[src/hdl/tpu_pkg.sv]
// ----------------------------------------------------------------------------
// tpu_pkg
// Shared types, codes and helpers for the packed tracker pattern unpacker.
// ----------------------------------------------------------------------------
package tpu_pkg;

   localparam int BYTE_W    = 8;
   localparam int LEN_W     = 16;
   localparam int ROW_OUT_W = 6;
   localparam int CHAN_W    = 5;
   localparam int CODE_W    = 5;
   localparam int END_W     = 2;
   localparam int FLAG_W    = 3;
   localparam int PART_W    = 4;

   localparam int ROWS_PER_PATTERN_DEF = 64;
   localparam int CHANNEL_COUNT_DEF    = 32;

   localparam logic [BYTE_W-1:0] EFFECT_FIRST = 8'd1;
   localparam logic [BYTE_W-1:0] EFFECT_LAST  = 8'd25;

   // mask byte flag bits (after shifting down by the channel field)
   localparam int FLAG_NOTE = 0;
   localparam int FLAG_VOL  = 1;
   localparam int FLAG_CMD  = 2;

   // entry parts read so far
   localparam int PART_NOTE  = 0;
   localparam int PART_INSTR = 1;
   localparam int PART_VOL   = 2;
   localparam int PART_INFO  = 3;

   typedef enum logic [2:0] {
      PH_WAIT,
      PH_LEN_HI,
      PH_MASK,
      PH_NOTE,
      PH_INSTR,
      PH_VOL,
      PH_CMD,
      PH_INFO
   } phase_type;

   typedef enum logic [END_W-1:0] {
      END_NONE,
      END_ROW,
      END_PATTERN
   } ending_type;

   typedef struct packed {
      logic [ROW_OUT_W-1:0]     row_index;
      logic [CHAN_W-1:0]        channel_index;
      logic                     carries_entry;
      logic                     has_note;
      logic signed [BYTE_W-1:0] note_value;
      logic [BYTE_W-1:0]        instrument_number;
      logic                     has_volume;
      logic [BYTE_W-1:0]        volume_value;
      logic                     has_effect;
      logic [CODE_W-1:0]        effect_code;
      logic [BYTE_W-1:0]        effect_info;
      logic [END_W-1:0]         ending;
   } rsp_type;

   // Pick the next phase from the pending flags at position first or above.
   function automatic phase_type next_phase(input logic [FLAG_W-1:0] flags,
                                            input logic [1:0] first);
      phase_type ph;
      ph = PH_MASK;
      if (first <= 2'd2 && flags[FLAG_CMD]) ph = PH_CMD;
      if (first <= 2'd1 && flags[FLAG_VOL]) ph = PH_VOL;
      if (first == 2'd0 && flags[FLAG_NOTE]) ph = PH_NOTE;
      return ph;
   endfunction

endpackage

[src/hdl/tpu_parser.sv]
// ----------------------------------------------------------------------------
// tpu_parser
// Byte-level parse state machine; builds the result for the byte in hand.
// ----------------------------------------------------------------------------
module tpu_parser #(
   parameter int ROWS_PER_PATTERN = tpu_pkg::ROWS_PER_PATTERN_DEF,
   parameter int CHANNEL_COUNT    = tpu_pkg::CHANNEL_COUNT_DEF
) (
   input  logic                        clock,
   input  logic                        reset,
   input  logic                        step,
   input  logic [tpu_pkg::BYTE_W-1:0]  byte_value,
   input  logic                        starts_pattern,
   input  logic [tpu_pkg::BYTE_W-1:0]  sample_count,
   output logic                        emit,
   output tpu_pkg::rsp_type            result
);
   import tpu_pkg::*;

   localparam int ROW_W = (ROWS_PER_PATTERN > 1) ? $clog2(ROWS_PER_PATTERN) : 1;
   localparam int EXT_W = ROW_W + ROW_OUT_W;

   phase_type           phase_ff, phase_in;
   logic [LEN_W-1:0]    rem_ff, rem_in;
   logic                no_limit_ff, no_limit_in;
   logic [ROW_W-1:0]    row_ff, row_in;
   logic [CHAN_W-1:0]   chan_ff, chan_in;
   logic [FLAG_W-1:0]   flags_ff, flags_in;
   logic [PART_W-1:0]   parts_ff, parts_in;
   logic [BYTE_W-1:0]   note_ff, note_in;
   logic [BYTE_W-1:0]   instr_ff, instr_in;
   logic [BYTE_W-1:0]   vol_ff, vol_in;
   logic [BYTE_W-1:0]   cmd_ff, cmd_in;
   logic [BYTE_W-1:0]   len_lo_ff, len_lo_in;

   logic                data_byte;
   logic [LEN_W-1:0]    rem_dec;
   logic                exhausted;
   logic                row_last;
   logic                chan_ok;
   logic [LEN_W-1:0]    len_word;
   logic [EXT_W-1:0]    row_ext;

   assign data_byte = step && !starts_pattern && phase_ff != PH_WAIT && phase_ff != PH_LEN_HI;
   assign rem_dec   = rem_ff - LEN_W'(1);
   assign exhausted = data_byte && !no_limit_ff && rem_dec == '0;
   assign row_last  = row_ff == ROW_W'(ROWS_PER_PATTERN - 1);
   assign chan_ok   = {1'b0, chan_in} < (CHAN_W + 1)'(CHANNEL_COUNT);
   assign len_word  = {byte_value, len_lo_ff};
   assign row_ext   = EXT_W'(row_ff);

   // next state
   always_comb begin
      phase_in    = phase_ff;
      rem_in      = rem_ff;
      no_limit_in = no_limit_ff;
      row_in      = row_ff;
      chan_in     = chan_ff;
      flags_in    = flags_ff;
      parts_in    = parts_ff;
      note_in     = note_ff;
      instr_in    = instr_ff;
      vol_in      = vol_ff;
      cmd_in      = cmd_ff;
      len_lo_in   = len_lo_ff;
      if (data_byte && !no_limit_ff) begin
         rem_in = rem_dec;
      end
      if (step && starts_pattern) begin
         len_lo_in = byte_value;
         phase_in  = PH_LEN_HI;
      end else if (step) begin
         unique case (phase_ff)
            PH_WAIT: begin
            end
            PH_LEN_HI: begin
               rem_in      = len_word;
               no_limit_in = len_word == '0;
               row_in      = '0;
               phase_in    = PH_MASK;
            end
            PH_MASK: begin
               if (byte_value == '0) begin
                  if (exhausted || row_last) phase_in = PH_WAIT;
                  else row_in = row_ff + ROW_W'(1);
               end else begin
                  chan_in  = byte_value[CHAN_W-1:0];
                  flags_in = byte_value[BYTE_W-1:CHAN_W];
                  parts_in = '0;
                  phase_in = exhausted ? PH_WAIT : next_phase(byte_value[BYTE_W-1:CHAN_W], 2'd0);
               end
            end
            PH_NOTE: begin
               note_in             = byte_value;
               parts_in[PART_NOTE] = 1'b1;
               phase_in            = exhausted ? PH_WAIT : PH_INSTR;
            end
            PH_INSTR: begin
               instr_in             = byte_value;
               parts_in[PART_INSTR] = 1'b1;
               phase_in             = exhausted ? PH_WAIT : next_phase(flags_ff, 2'd1);
            end
            PH_VOL: begin
               vol_in             = byte_value;
               parts_in[PART_VOL] = 1'b1;
               phase_in           = exhausted ? PH_WAIT : next_phase(flags_ff, 2'd2);
            end
            PH_CMD: begin
               cmd_in   = byte_value;
               phase_in = exhausted ? PH_WAIT : PH_INFO;
            end
            PH_INFO: begin
               parts_in[PART_INFO] = 1'b1;
               phase_in            = exhausted ? PH_WAIT : PH_MASK;
            end
            default: begin
               phase_in = PH_WAIT;
            end
         endcase
      end
   end

   // outputs
   always_comb begin
      logic       entry;
      ending_type ending;
      entry  = 1'b0;
      ending = END_NONE;
      emit   = 1'b0;
      result = '0;
      if (data_byte) begin
         if (phase_ff == PH_MASK) begin
            if (byte_value == '0) begin
               emit   = 1'b1;
               ending = (exhausted || row_last) ? END_PATTERN : END_ROW;
            end else if (exhausted) begin
               emit   = 1'b1;
               ending = END_PATTERN;
            end else if (phase_in == PH_MASK && chan_ok) begin
               emit  = 1'b1;
               entry = 1'b1;
            end
         end else if (exhausted) begin
            // length ran out mid-entry: send what was read so far
            emit   = 1'b1;
            ending = END_PATTERN;
            entry  = chan_ok;
         end else if (phase_in == PH_MASK && chan_ok) begin
            emit  = 1'b1;
            entry = 1'b1;
         end
      end
      result.row_index = row_ext[ROW_OUT_W-1:0];
      result.ending    = ending;
      if (entry) begin
         result.channel_index = chan_in;
         result.carries_entry = 1'b1;
         if (parts_in[PART_NOTE]) begin
            result.has_note   = 1'b1;
            result.note_value = note_in;
         end
         if (parts_in[PART_INSTR] && instr_in != '0 && instr_in <= sample_count) begin
            result.instrument_number = instr_in;
         end
         if (parts_in[PART_VOL]) begin
            result.has_volume   = 1'b1;
            result.volume_value = vol_in;
         end
         if (parts_in[PART_INFO] && cmd_in >= EFFECT_FIRST && cmd_in <= EFFECT_LAST) begin
            result.has_effect  = 1'b1;
            result.effect_code = cmd_in[CODE_W-1:0];
            result.effect_info = byte_value;
         end
      end
   end

   always_ff @(posedge clock) begin
      if (reset) begin
         phase_ff    <= PH_WAIT;
         rem_ff      <= '0;
         no_limit_ff <= 1'b0;
         row_ff      <= '0;
         chan_ff     <= '0;
         flags_ff    <= '0;
         parts_ff    <= '0;
      end else begin
         phase_ff    <= phase_in;
         rem_ff      <= rem_in;
         no_limit_ff <= no_limit_in;
         row_ff      <= row_in;
         chan_ff     <= chan_in;
         flags_ff    <= flags_in;
         parts_ff    <= parts_in;
      end
   end

   always_ff @(posedge clock) begin
      note_ff   <= note_in;
      instr_ff  <= instr_in;
      vol_ff    <= vol_in;
      cmd_ff    <= cmd_in;
      len_lo_ff <= len_lo_in;
   end

endmodule

[src/hdl/tpu_out_reg.sv]
// ----------------------------------------------------------------------------
// tpu_out_reg
// Result register on the response channel; frees as soon as the item leaves.
// ----------------------------------------------------------------------------
module tpu_out_reg (
   input  logic             clock,
   input  logic             reset,
   input  logic             load,
   input  tpu_pkg::rsp_type load_data,
   input  logic             rsp_ready,
   output logic             rsp_valid,
   output tpu_pkg::rsp_type rsp_data,
   output logic             can_take
);
   import tpu_pkg::*;

   logic    valid_ff, valid_in;
   rsp_type data_ff, data_in;

   assign can_take = !valid_ff || rsp_ready;

   always_comb begin
      valid_in = valid_ff && !rsp_ready;
      data_in  = data_ff;
      if (load) begin
         valid_in = 1'b1;
         data_in  = load_data;
      end
   end

   always_ff @(posedge clock) begin
      if (reset) begin
         valid_ff <= 1'b0;
      end else begin
         valid_ff <= valid_in;
      end
   end

   always_ff @(posedge clock) begin
      data_ff <= data_in;
   end

   assign rsp_valid = valid_ff;
   assign rsp_data  = data_ff;

endmodule

[src/hdl/tracker_pattern_unpacker_top.sv]
// Path: an accepted byte sits in the input register; when the result register
// can take its result, the result loads the result register and shows on
// rsp_valid, where it stays until rsp_ready takes it.
// Throughput: one byte per cycle; a stalled result holds the input register.
// Reset: synchronous, active high; parser waits for a pattern start mark,
// sample_count clears to 0, both registers empty.
// ----------------------------------------------------------------------------
// tracker_pattern_unpacker_top
// Unpacks a packed tracker pattern byte stream into channel entries and row ends.
// ----------------------------------------------------------------------------
module tracker_pattern_unpacker_top #(
   parameter int ROWS_PER_PATTERN = tpu_pkg::ROWS_PER_PATTERN_DEF,
   parameter int CHANNEL_COUNT    = tpu_pkg::CHANNEL_COUNT_DEF
) (
   input  logic                                 clock,
   input  logic                                 reset,
   input  logic                                 csr_write_enable,
   input  logic [tpu_pkg::BYTE_W-1:0]           csr_write_data,
   input  logic                                 req_valid,
   output logic                                 req_ready,
   input  logic [tpu_pkg::BYTE_W-1:0]           req_byte_value,
   input  logic                                 req_starts_pattern,
   output logic                                 rsp_valid,
   input  logic                                 rsp_ready,
   output logic [tpu_pkg::ROW_OUT_W-1:0]        rsp_row_index,
   output logic [tpu_pkg::CHAN_W-1:0]           rsp_channel_index,
   output logic                                 rsp_carries_entry,
   output logic                                 rsp_has_note,
   output logic signed [tpu_pkg::BYTE_W-1:0]    rsp_note_value,
   output logic [tpu_pkg::BYTE_W-1:0]           rsp_instrument_number,
   output logic                                 rsp_has_volume,
   output logic [tpu_pkg::BYTE_W-1:0]           rsp_volume_value,
   output logic                                 rsp_has_effect,
   output logic [tpu_pkg::CODE_W-1:0]           rsp_effect_code,
   output logic [tpu_pkg::BYTE_W-1:0]           rsp_effect_info,
   output logic [tpu_pkg::END_W-1:0]            rsp_ending
);
   import tpu_pkg::*;

   logic [BYTE_W-1:0] samples_ff;
   logic              in_valid_ff;
   logic [BYTE_W-1:0] in_byte_ff;
   logic              in_start_ff;
   logic              advance;
   logic              can_take;
   logic              emit;
   rsp_type           result;
   rsp_type           rsp_data;

   // advance the held byte whenever the result register can take its result
   assign advance   = in_valid_ff && can_take;
   assign req_ready = !in_valid_ff || advance;

   always_ff @(posedge clock) begin
      if (reset) begin
         samples_ff  <= '0;
         in_valid_ff <= 1'b0;
      end else begin
         if (csr_write_enable) samples_ff <= csr_write_data;
         in_valid_ff <= (req_valid && req_ready) || (in_valid_ff && !advance);
      end
   end

   always_ff @(posedge clock) begin
      if (req_valid && req_ready) begin
         in_byte_ff  <= req_byte_value;
         in_start_ff <= req_starts_pattern;
      end
   end

   tpu_parser #(
      .ROWS_PER_PATTERN (ROWS_PER_PATTERN),
      .CHANNEL_COUNT    (CHANNEL_COUNT)
   ) u_parser (
      .clock          (clock),
      .reset          (reset),
      .step           (advance),
      .byte_value     (in_byte_ff),
      .starts_pattern (in_start_ff),
      .sample_count   (samples_ff),
      .emit           (emit),
      .result         (result)
   );

   tpu_out_reg u_out_reg (
      .clock     (clock),
      .reset     (reset),
      .load      (emit),
      .load_data (result),
      .rsp_ready (rsp_ready),
      .rsp_valid (rsp_valid),
      .rsp_data  (rsp_data),
      .can_take  (can_take)
   );

   assign rsp_row_index         = rsp_data.row_index;
   assign rsp_channel_index     = rsp_data.channel_index;
   assign rsp_carries_entry     = rsp_data.carries_entry;
   assign rsp_has_note          = rsp_data.has_note;
   assign rsp_note_value        = rsp_data.note_value;
   assign rsp_instrument_number = rsp_data.instrument_number;
   assign rsp_has_volume        = rsp_data.has_volume;
   assign rsp_volume_value      = rsp_data.volume_value;
   assign rsp_has_effect        = rsp_data.has_effect;
   assign rsp_effect_code       = rsp_data.effect_code;
   assign rsp_effect_info       = rsp_data.effect_info;
   assign rsp_ending            = rsp_data.ending;

   // a result without an entry always closes a row or the pattern
   a_bare_has_ending: assert property (@(posedge clock) disable iff (reset)
      rsp_valid && !rsp_carries_entry |->
         rsp_ending != END_NONE && rsp_channel_index == '0 && !rsp_has_note
         && !rsp_has_volume && !rsp_has_effect && rsp_instrument_number == '0)
      else $error("result without entry is malformed");

   a_effect_range: assert property (@(posedge clock) disable iff (reset)
      rsp_valid && rsp_has_effect |->
         rsp_effect_code != '0 && rsp_effect_code <= EFFECT_LAST[CODE_W-1:0])
      else $error("effect code outside the effect range");

   a_ending_code: assert property (@(posedge clock) disable iff (reset)
      rsp_valid |-> rsp_ending == END_NONE || rsp_ending == END_ROW
                    || rsp_ending == END_PATTERN)
      else $error("undefined ending code");

   a_instr_range: assert property (@(posedge clock) disable iff (reset)
      rsp_valid |-> rsp_instrument_number <= samples_ff)
      else $error("instrument beyond sample count");

endmodule
[config.mk]
export PLATFORM = sky130hd
export DESIGN_NAME = tracker_pattern_unpacker_top
export DESIGN_NICKNAME = d
export VERILOG_FILES = /design/src/hdl/tpu_pkg.sv /design/src/hdl/tpu_parser.sv /design/src/hdl/tpu_out_reg.sv /design/src/hdl/tracker_pattern_unpacker_top.sv
export SDC_FILE = /design/constraint.sdc
export NUM_CORES = 1
export LEC_CHECK = 0
export BUFFER_PORTS_ARGS = -buffer_cell sky130_fd_sc_hd__buf_4
export CORE_MARGIN = 10
export CORE_UTILIZATION = 40
export DETAILED_ROUTE_END_ITERATION = 12
export PLACE_DENSITY = 0.54
export SLEW_MARGIN = 20
export SYNTH_ARGS = -nofsm -noshare
export SYNTH_HDL_FRONTEND = slang
export SYNTH_SLANG_ARGS = --single-unit
[constraint.sdc]
create_clock -name clock -period 6.8 [get_ports clock]
set_clock_uncertainty 0.2 [all_clocks]
set_input_delay 0.68 -clock clock [delete_from_list [all_inputs] [get_ports clock]]
set_output_delay 0.68 -clock clock [all_outputs]
set_load 0.005 [all_outputs]
==> results of run 1 <==
## flip-flops by register name, summed over array words and instances, names as in the netlist
register              count
in_byte_ff                8
in_start_ff               1
in_valid_ff               1
samples_ff                8
u_out_reg.rsp_data       54
u_out_reg.rsp_valid       1
u_parser.chan_ff          5
u_parser.cmd_ff           8
u_parser.flags_ff         2
u_parser.instr_ff         8
u_parser.len_lo_ff        8
u_parser.no_limit_ff      1
u_parser.note_ff          8
u_parser.parts_ff         4
u_parser.phase_ff         3
u_parser.rem_ff          16
u_parser.row_ff           6
u_parser.vol_ff           8
## power by group
group,total [mW],switching (mW),internal [mW],leakage [nW]
Combinational,0.0547,0.0297,0.0250,1.21
Sequential,0.977,0.0250,0.952,1.30
Clock,0.980,0.393,0.587,0.300
## cells in the mapped netlist (11+ instances only)
cell,instances
ha_1,11
clkbuf_1,25
nor3b_1,14
nand3_1,12
inv_1,18
a21oi_1,17
dfxtp_1,79
nand2_1,25
nor2_1,62
and2_1,16
a211oi_1,16
edfxtp_1,71
nor3b_2,13
mux2_2,29
## per-stage QoR
| stage | cell area [sq um] | setup WS (ns) | util, % | total power [mW] | instances |
|---|---|---|---|---|---|
| after floorplan | 6361 | 1.607 | - | 1.021 | 545 |
| after global placement | 7099 | 2.636 | 45.18 | 1.050 | 808 |
| after detailed placement | 7099 | 2.495 | 45.18 | 1.051 | 808 |
| final | 7716 | 2.840 | 49.11 | 2.012 | 840 |
| after global routing | 7716 | 2.576 | 49.11 | 2.079 | 840 |
| after CTS | 7715 | 2.832 | 49.10 | 2.027 | 840 |
## metal layers
metal / vias up / global-route usage [%] / part of all wire (%)
met2: 116 / 21.64 / 45
met1: 2166 / 18.24 / 48
met4: 0 / 5.255 / 1.5
met3: 20 / 3.925 / 5.2
li1: 2114 / - / -
met5: - / 0 / 0
## area by class of cell
class / instances / area share (%)
well taps: 216 / 3.503
clock buffers: 17 / 5.513
repair buffers: 81 / 7.881
flip-flops and latches: 150 / 48.13
multi-input cells: 342 / 31.59
inverters: 19 / 0.9243
clock inverters: 15 / 2.465
## logic make-up (layout without fill, tap and decap cells)
logic type	after synthesis	count (layout)	synth area share [%]
buf+inv	53	132	3.599
compound gates	78	78	8.832
xor+xnor	18	18	2.478
flops	150	150	58.38
simple gates	196	196	17.84
fa+ha+maj	11	11	2.164
mux	39	39	6.707
## worst min-delay path by stage
stage	to	slack [ns]	depth (start not counted)
6_report	in_byte_ff[1]$_DFFE_PP_	0.23	1
5_1_grt	in_byte_ff[3]$_DFFE_PP_	0.22	1
4_1_cts	in_byte_ff[3]$_DFFE_PP_	0.22	1
3_5_place_dp	u_parser.vol_ff[2]$_DFF_P_	0.25	1
3_3_place_gp	u_parser.flags_ff[2]$_SDFFE_PP0P_	0.25	2
2_1_floorplan	u_parser.len_lo_ff[0]$_DFFE_PP_	0.22	0
==> Implementation_results.wiki, run 1 <==
{| class="wikitable"
! Metric !! Value
|-
| Worst path cell trace || nor2b_1, nor2_1, nand3_1, mux2_2, ha_1, nor2b_1, o211ai_1, a21oi_1, o22ai_1, o2111ai_1, nor3b_1
|-
| Required time of the critical path || ~7 ns
|-
| Post-CTS setup-driven buffer insertion count || 0
|-
| Worst slew margin relative to its limit || 37.83%
|-
| Delay of the slowest cell on the worst path || around 0.60 ns
|-
| Row cnt || 46
|-
| Average wire per cell in the routed design || around 18 um
|-
| Power Density || approximately 260 nW/um^2
|-
| Die W || 146.1 um
|-
| Cell mode on critical path || nor2b_1
|-
| Start point of the worst min-delay path || req_byte_value[1]
|-
| Worst skew pair latency || between 0.4 and 0.5 ns
|-
| Number of nets in the final layout || 644
|-
| Number of synthesis warnings || 0
|-
| Post-route setup TNS || 0 ns
|-
| Global-route total usage across every layer || between 10% and 20%
|-
| Top post-synthesis cells by area || edfxtp_1 34%, dfxtp_1 25%, mux2_2 5.1%
|-
| Sequential cell area fraction in the yosys report || 58.38%
|-
| Synth Net Count || between 500 and 600
|-
| Dpl hpwl || between 10 and 15 mm
|-
| Filler Cell Count || ~1.4k
|-
| Post-route clock period utilization || 58.23%
|-
| Post_cts resized || 0
|-
| Antenna viol nets, final || 0
|-
| Cell taking the most area after synthesis || edfxtp_1
|-
| Number of standard cells after synthesis || 545
|-
| Share of layout cells above drive strength 1 || a little over a quarter
|-
| CTS Hold Buffers Added || 0
|-
| Height of the die || 146.1 um
|-
| DRC Markers || 0
|-
| Total Wirelength || roughly 15 mm
|-
| Seq. cell area || between 3000 and 4000 sq um
|-
| Number of vias in the routed layout || between 4k and 5k
|-
| Root buffer cell || clkbuf_16
|-
| Crit end category || register
|-
| Status || complete, no violations
|-
| Reg2reg end || u_out_reg.rsp_data[29]$_SDFFCE_PN0P_
|-
| Setup Viol. Count Final || 0
|-
| Worst ir drop on vdd || between 0.15 and 0.2 mV
|-
| Worst-Margin Slew || roughly 0.93 ns
|-
| Wire length of the first global-routing pass || about 24 mm
|-
| Critical path launch point type || register
|-
| Routability congestion estimate || 0.8274
|-
| Register bit total from synthesis || 150
|-
| Number of synthesized flops with an enable pin || between 70 and 80
|-
| Unrepaired setup endpoints after global routing || no
|-
| Area of the placeable core || between 15,000 and 20,000 sq um
|-
| Kind of path behind the tightest hold check || in -> reg
|-
| Most common cell after layout, fill and taps aside || buf_4
|-
| Leakage power || 2.808 nW
|-
| Count of input and output buffers || 77
|-
| Most used cells in the layout excluding fill and tap cells || 81 x buf_4, 79 x dfxtp_1, 71 x edfxtp_1, 62 x nor2_1, 29 x mux2_2
|-
| Worst hold margin || about 0.23 ns
|-
| Flip-flop cell with the highest count after synthesis || dfxtp_1
|-
| CTS buffer count || 17
|-
| Via count of the first global-routing pass || ~4.4k
|-
| Worst R2R Start || u_out_reg.rsp_valid$_SDFF_PP0_
|-
| Final number of hold-violating endpoints || 0
|-
| Post-synthesis average cell area || 11.67 sq um
|-
| Proportion of synthesized flip-flops having asynchronous set or reset || 0%
|-
| Netlist area before placement || approximately 6400 sq um
|-
| End point of the critical path || u_out_reg.rsp_data[29]$_SDFFCE_PN0P_
|-
| Maximum buffer depth of the clock tree || 2
|-
| Crit path DAT || approximately 4.0 ns
|-
| Count of final max-slew check failures || 0
|-
| R2R Setup Slk || about 2.8 ns
|-
| Relative area change from synthesis to final layout || 21.30%
|-
| Maximum fanout along the worst path || 13
|-
| Crit path max-delay family || simple AND/OR/NAND/NOR gates
|-
| Antenna violations before repair || 0
|-
| Worst setup path startpoint || u_out_reg.rsp_valid$_SDFF_PP0_
|-
| Pin count of the biggest net entering global routing || 47
|-
| Total Die Area || 21,350 sq um
|-
| H-tree levels || 4
|-
| Path length in cells of the critical path || 11
|-
| Count of buffering cells on the critical path with inverters included || 0
|-
| Reported max-cap violation count || 0
|-
| Fmax || between 200 and 300 MHz
|-
| Starting utilization of the core area || 40.48%
|-
| I/O pin total || about 80
|-
| Cell depth of the worst flop-to-flop path || 11
|-
| Multi-input combinational cell area || between 2000 and 2500 sq um
|-
| Number of optimization iterations in the first detailed-route pass || 5
|-
| TritonCTS clock tree || yes
|-
| Area fraction of the dominant cell type after synthesis || about 34%
|-
| Clock transition at the registers of the reported paths || approximately 0.060 ns
|-
| Synth unique cells || 59
|-
| Number of DRC violations after detailed-routing iteration 0 || between 200 and 300
|-
| Minimum clock period || around 4 ns
|-
| Per-cell via count in the routed design || 5.257
|-
| Total inserted antenna cells || 0
|-
| Standard cell with the maximum stage delay on the critical path || nor2b_1
|-
| Critical Setup Path Class || reg -> reg
|-
| Leftover overflow at the end of global routing || 0
|-
| Clk sink count || 150
|}
Power figures use the tool's default switching activity.
==> inputs of run 2 (changes only) <==
Clock period 6.8 ns to 4 ns, I/O delays scaled along.
==> Implementation_results.wiki, run 2 (same netlist as run 1, synthesis figures left out) <==
{| class="wikitable"
! Metric !! Value
|-
| Status || complete, no violations
|-
| Die W || 146.1 um
|-
| Cell depth of the worst flop-to-flop path || 11
|-
| Leftover overflow at the end of global routing || 0
|-
| Wire length of the first global-routing pass || 25.02 mm
|-
| Global-route total usage across every layer || between 10% and 20%
|-
| Pin count of the biggest net entering global routing || 47
|-
| Number of DRC violations after detailed-routing iteration 0 || 215
|-
| Count of non-filler cells in the finished layout || ~860
|-
| Post-CTS setup-driven buffer insertion count || 0
|-
| DRC Markers || 0
|-
| Maximum fanout along the worst path || 8
|-
| Average wire per cell in the routed design || between 15 and 20 um
|-
| Final core utilization || approximately half
|-
| Start point of the worst min-delay path || csr_write_data[6]
|-
| Via count of the first global-routing pass || about 4.6k
|-
| H-tree levels || 4
|-
| Most common cell after layout, fill and taps aside || buf_4
|-
| Hold path cells || 3
|-
| Worst hold margin || 0.01266 ns
|-
| Kind of path behind the tightest hold check || in -> reg
|-
| Most used cells in the layout excluding fill and tap cells || 91 x buf_4, 79 x dfxtp_1, 71 x edfxtp_1, 62 x nor2_1, 29 x mux2_2
|-
| Post-Place Setup Slack || 0.4322 ns
|-
| Post-route setup TNS || 0 ns
|-
| Number of optimization iterations in the first detailed-route pass || 4
|-
| Total Die Area || 21,350 sq um
|-
| Count of input and output buffers || 77
|-
| Crit end category || register
|-
| Worst R2R Start || in_start_ff$_DFFE_PP_
|-
| Total inserted antenna cells || 0
|-
| Fmax || roughly 290 MHz
|-
| Reported max-cap violation count || 0
|-
| Height of the die || between 100 and 150 um
|-
| R2R Setup Slk || roughly 0.5 ns
|-
| CTS buffer count || 17
|-
| Unrepaired setup endpoints after global routing || no
|-
| Instance area after placement || around 7200 sq um
|-
| Crit path DAT || around 3.6 ns
|-
| Dpl hpwl || ~10 mm
|-
| I/O pin total || 78
|-
| Routability congestion estimate || around 0.86
|-
| Filler Cell Count || between 1k and 1.5k
|-
| Post-route clock period utilization || around 88%
|-
| Starting utilization of the core area || 40.48%
|-
| Total non-filler cell area in the finished layout || about 8000 sq um
|-
| Share of layout cells above drive strength 1 || around 28%
|-
| Area of the placeable core || around 16,000 sq um
|-
| Total power draw || 3.516 mW
|-
| Minimum clock period || 3.505 ns
|-
| Setup Viol. Count Final || 0
|-
| Max reg flops || 54
|-
| Required time of the critical path || 4.05 ns
|-
| Critical Setup Path Class || reg -> reg
|-
| Root buffer cell || clkbuf_16
|-
| Number of vias in the routed layout || approximately 4.5k
|-
| Worst skew pair latency || between 0.4 and 0.5 ns
|-
| Worst-Margin Slew || a little under 0.8 ns
|-
| Relative area change from synthesis to final layout || 25.35%
|-
| Maximum buffer depth of the clock tree || 2
|-
| Row cnt || between 40 and 50
|-
| Worst setup path startpoint || in_start_ff$_DFFE_PP_
|-
| Count of final max-slew check failures || 0
|-
| Worst slew margin relative to its limit || about half
|-
| Final number of hold-violating endpoints || 0
|-
| Total Wirelength || between 15 and 20 mm
|-
| TritonCTS clock tree || yes
|-
| Final worst slack || between 0.4 and 0.5 ns
|-
| Antenna viol nets, final || 0
|-
| Antenna violations before repair || 0
|-
| Per-cell via count in the routed design || ~5.2
|-
| Clk sink count || 150
|-
| Clock transition at the registers of the reported paths || ~0.060 ns
|-
| Critical path launch point type || register
|-
| Number of nets in the final layout || about 670
|-
| Worst ir drop on vdd || a little over 0.3 mV
|-
| Power Density || between 400 and 500 nW/um^2
|-
| Count of placed standard cells including taps || a little over 800
|-
| Leakage power || 2.956 nW
|}
-- run 2: changes by cell type in the layout (fill, tap and decap cells not counted) --
cell,change
inv_8,-3
o2111ai_1,-1
clkinv_2,-1
clkbuf_16,+1
inv_4,-1
clkbuf_1,+2
buf_4,+10
clkbuf_8,+2
o2111ai_2,+1
inv_6,-1
dlygate4sd3_1,+12
bufinv_16,+1
buf_12,+1
-- run 2: power by group --
part / leakage, nW / internal, mW / switching [mW] / total, mW
combinational: 1.32 / 0.0553 / 0.0629 / 0.118
sequential: 1.32 / 1.62 / 0.0353 / 1.65
clock: 0.312 / 1.12 / 0.624 / 1.74
total: 2.96 / 2.79 / 0.723 / 3.52
-- run 2: final cells by class --
cell class	count	area (sq um)	area share [%]
Clock buffer	22	485.5	6.088
Inverter	19	71.32	0.8944
Tap cell	216	270.3	3.389
Multi-Input combinational cell	342	2444	30.64
Clock inverter	10	166.4	2.087
Sequential cell	150	3714	46.57
Timing Repair Buffer	104	823.3	10.32
-- run 2: what timing repair did --
| action | in CTS | in global routing |
|---|---|---|
| hold endpoints to repair | 12 | 0 |
| endpoints found under the setup margin | 0 | 2 |
| hold buffers | 12 | 0 |
| gates resized for setup | 0 | 1 |
-- run 2: layer usage --
layer  global-route usage (%)  share of wire (%)  wire, um  vias to the layer above
li1                         -                  -         -                     2159
met1                    18.89                 46      7106                     2149
met2                    23.01                 47      7257                      128
met3                    4.079                4.8       741                       20
met4                    5.956                1.8       280                        0
met5                        0                  0         0                        -
-- run 2: worst paths after layout --
path,end
max,u_out_reg.rsp_data[28]$_SDFFCE_PN0P_
min,samples_ff[6]$_SDFFE_PP0P_
max reg2reg,u_out_reg.rsp_data[28]$_SDFFCE_PN0P_
min reg2reg,u_parser.flags_ff[2]$_SDFFE_PP0P_
-- run 2: critical path, cell delays in order (launching register included) --
cell       delay, ns
edfxtp_1        0.43
nand2b_1        0.26
nor2_1          0.28
nand3_1         0.30
buf_4           0.26
mux2_2          0.29
ha_1            0.31
a21oi_1         0.15
o21ai_0         0.09
o22ai_1         0.21
o2111ai_2       0.26
nor3b_1         0.28
==> inputs of run 3 (changes only) <==
--- a/config.mk
+++ b/config.mk
@@ -12,2 +12,3 @@
 export PLACE_DENSITY = 0.54
+export REMOVE_ABC_BUFFERS = 1
 export SLEW_MARGIN = 20
--- a/constraint.sdc
+++ b/constraint.sdc
@@ -4,2 +4,2 @@
 set_output_delay 0.4 -clock clock [all_outputs]
-set_load 0.005 [all_outputs]
+set_load 0.01 [all_outputs]
==> Implementation_results.wiki, run 3 (same netlist as run 1, synthesis figures left out) <==
{| class="wikitable"
! Metric !! Value
|-
| Global-route total usage across every layer || 14.48%
|-
| Share of layout cells above drive strength 1 || ~28%
|-
| Total Die Area || between 20,000 and 25,000 sq um
|-
| Worst path cell trace || nand2b_1, nor2_1, nand3_1, buf_4, mux2_2, ha_1, a21oi_1, a21oi_1, o22ai_1, o2111ai_1, nor3b_1
|-
| Post-route clock period utilization || 88.26%
|-
| Fmax || 283.3 MHz
|-
| Total power draw || roughly 3.3 mW
|-
| Average wire per cell in the routed design || between 15 and 20 um
|-
| Minimum clock period || between 3 and 4 ns
|-
| TritonCTS clock tree || yes
|-
| Final worst slack || approximately 0.47 ns
|-
| Total inserted antenna cells || 0
|-
| Maximum fanout along the worst path || 8
|-
| Worst slew margin relative to its limit || between 40% and 50%
|-
| Count of non-filler cells in the finished layout || 858
|-
| Final core utilization || about half
|-
| Required time of the critical path || approximately 4 ns
|-
| Post-Place Setup Slack || between 0.4 and 0.5 ns
|-
| Maximum buffer depth of the clock tree || 2
|-
| Number of optimization iterations in the first detailed-route pass || 5
|-
| Per-cell via count in the routed design || 5.147
|-
| Via count of the first global-routing pass || 4,472
|-
| Number of vias in the routed layout || around 4.4k
|-
| Number of nets in the final layout || around 660
|-
| Crit end category || register
|-
| Total Wirelength || between 15 and 20 mm
|-
| Antenna violations before repair || 0
|-
| DRC Markers || 0
|-
| Reported max-cap violation count || 0
|-
| Max reg flops || between 50 and 60
|-
| Die W || 146.1 um
|-
| Dpl hpwl || roughly 10 mm
|-
| CTS buffer count || 17
|-
| Starting utilization of the core area || between 40% and 50%
|-
| Post-route setup TNS || 0 ns
|-
| Worst-Margin Slew || 0.7972 ns
|-
| Leftover overflow at the end of global routing || 0
|-
| Most used cells in the layout excluding fill and tap cells || 90 x buf_4, 79 x dfxtp_1, 71 x edfxtp_1, 62 x nor2_1, 29 x mux2_2
|-
| Row cnt || 46
|-
| Count of input and output buffers || slightly below 80
|-
| Unrepaired setup endpoints after global routing || no
|-
| Most common cell after layout, fill and taps aside || buf_4
|-
| Clk sink count || 150
|-
| Clock transition at the registers of the reported paths || approximately 0.060 ns
|-
| Critical path launch point type || register
|-
| Worst ir drop on vdd || ~0.3 mV
|-
| I/O pin total || 78
|-
| Count of buffering cells on the critical path with inverters included || 1
|-
| Pin count of the biggest net entering global routing || 47
|-
| Post-CTS setup-driven buffer insertion count || 0
|-
| H-tree levels || 4
|-
| Count of final max-slew check failures || 0
|-
| Final number of hold-violating endpoints || 0
|-
| Critical Setup Path Class || reg -> reg
|-
| Worst skew pair latency || around 0.43 ns
|-
| Relative area change from synthesis to final layout || 23.07%
|-
| Standard cell with the maximum stage delay on the critical path || edfxtp_1
|-
| Power Density || between 400 and 500 nW/um^2
|-
| Crit path DAT || between 3 and 4 ns
|-
| Status || complete, no violations
|-
| Wire length of the first global-routing pass || 24.75 mm
|-
| Routability congestion estimate || roughly 0.83
|-
| Root buffer cell || clkbuf_16
|-
| Count of placed standard cells including taps || approximately 800
|-
| Antenna viol nets, final || 0
|-
| Cell mode on critical path || a21oi_1
|-
| Crit path max-delay family || simple AND/OR/NAND/NOR gates
|-
| Delay of the slowest cell on the worst path || ~0.44 ns
|-
| Height of the die || 146.1 um
|-
| Number of DRC violations after detailed-routing iteration 0 || ~300
|-
| Leakage power || between 2 and 3 nW
|-
| Kind of path behind the tightest hold check || in -> reg
|-
| Setup Viol. Count Final || 0
|-
| Area of the placeable core || approximately 16,000 sq um
|}
[run 3: per-stage QoR]
stage	instance area [sq um]	hold slack, ns
floorplan	6203	0.2303
global placement	7167	0.2471
detailed placement	7167	0.2529
CTS	7829	0.001214
global route	7829	0.01689
finish	7829	0.01277
[run 3: worst min-delay path, delay by kind of cell]
family | cells | cell delay, ns
buffers and inverters | 1 | 0.08
AND/OR/NAND/NOR | 1 | 0.07
multiplexers | 1 | 0.05
[run 3: worst paths after layout]
path	from	end	slack, ns	cells past startpoint
max	in_start_ff$_DFFE_PP_	u_out_reg.rsp_data[28]$_SDFFCE_PN0P_	0.47	11
min	csr_write_data[1]	samples_ff[1]$_SDFFE_PP0P_	0.01	3
max reg2reg	in_start_ff$_DFFE_PP_	u_out_reg.rsp_data[28]$_SDFFCE_PN0P_	0.47	11
min reg2reg	u_parser.vol_ff[1]$_DFF_P_	u_parser.vol_ff[1]$_DFF_P_	0.27	1
[run 3: report_power, final]
| part | internal [mW] | switching (mW) | total (mW) |
|---|---|---|---|
| Sequential | 1.62 | 0.0416 | 1.66 |
| Combinational | 0.0495 | 0.0521 | 0.102 |
| Clock | 0.869 | 0.677 | 1.55 |
[run 3: cell type report]
type | count | area [sq um]
fillers | 1400 | 7884
flip-flops and latches | 150 | 3714
multi-input cells | 342 | 2436
repair buffers | 99 | 765.7
clock buffers | 17 | 425.4
well taps | 216 | 270.3
clock inverters | 15 | 146.4
inverters | 19 | 71.32
[run 3: repair_timing]
action / in CTS / in global routing
setup endpoints to repair: 0 / 0
endpoints found under the hold margin: 9 / 0
gates resized for setup: 0 / 0
hold buffers: 9 / 0
[run 3: per-layer routing]
metal / vias up / GRT usage [%] / routed length, um / part of all wire, %
met3: 21 / 3.523 / 662 / 4.3
li1: 2152 / - / - / -
met1: 2134 / 18.85 / 7146 / 47
met2: 109 / 22.90 / 7226 / 47
met4: 0 / 5.305 / 257 / 1.7
met5: - / 0 / 0 / 0
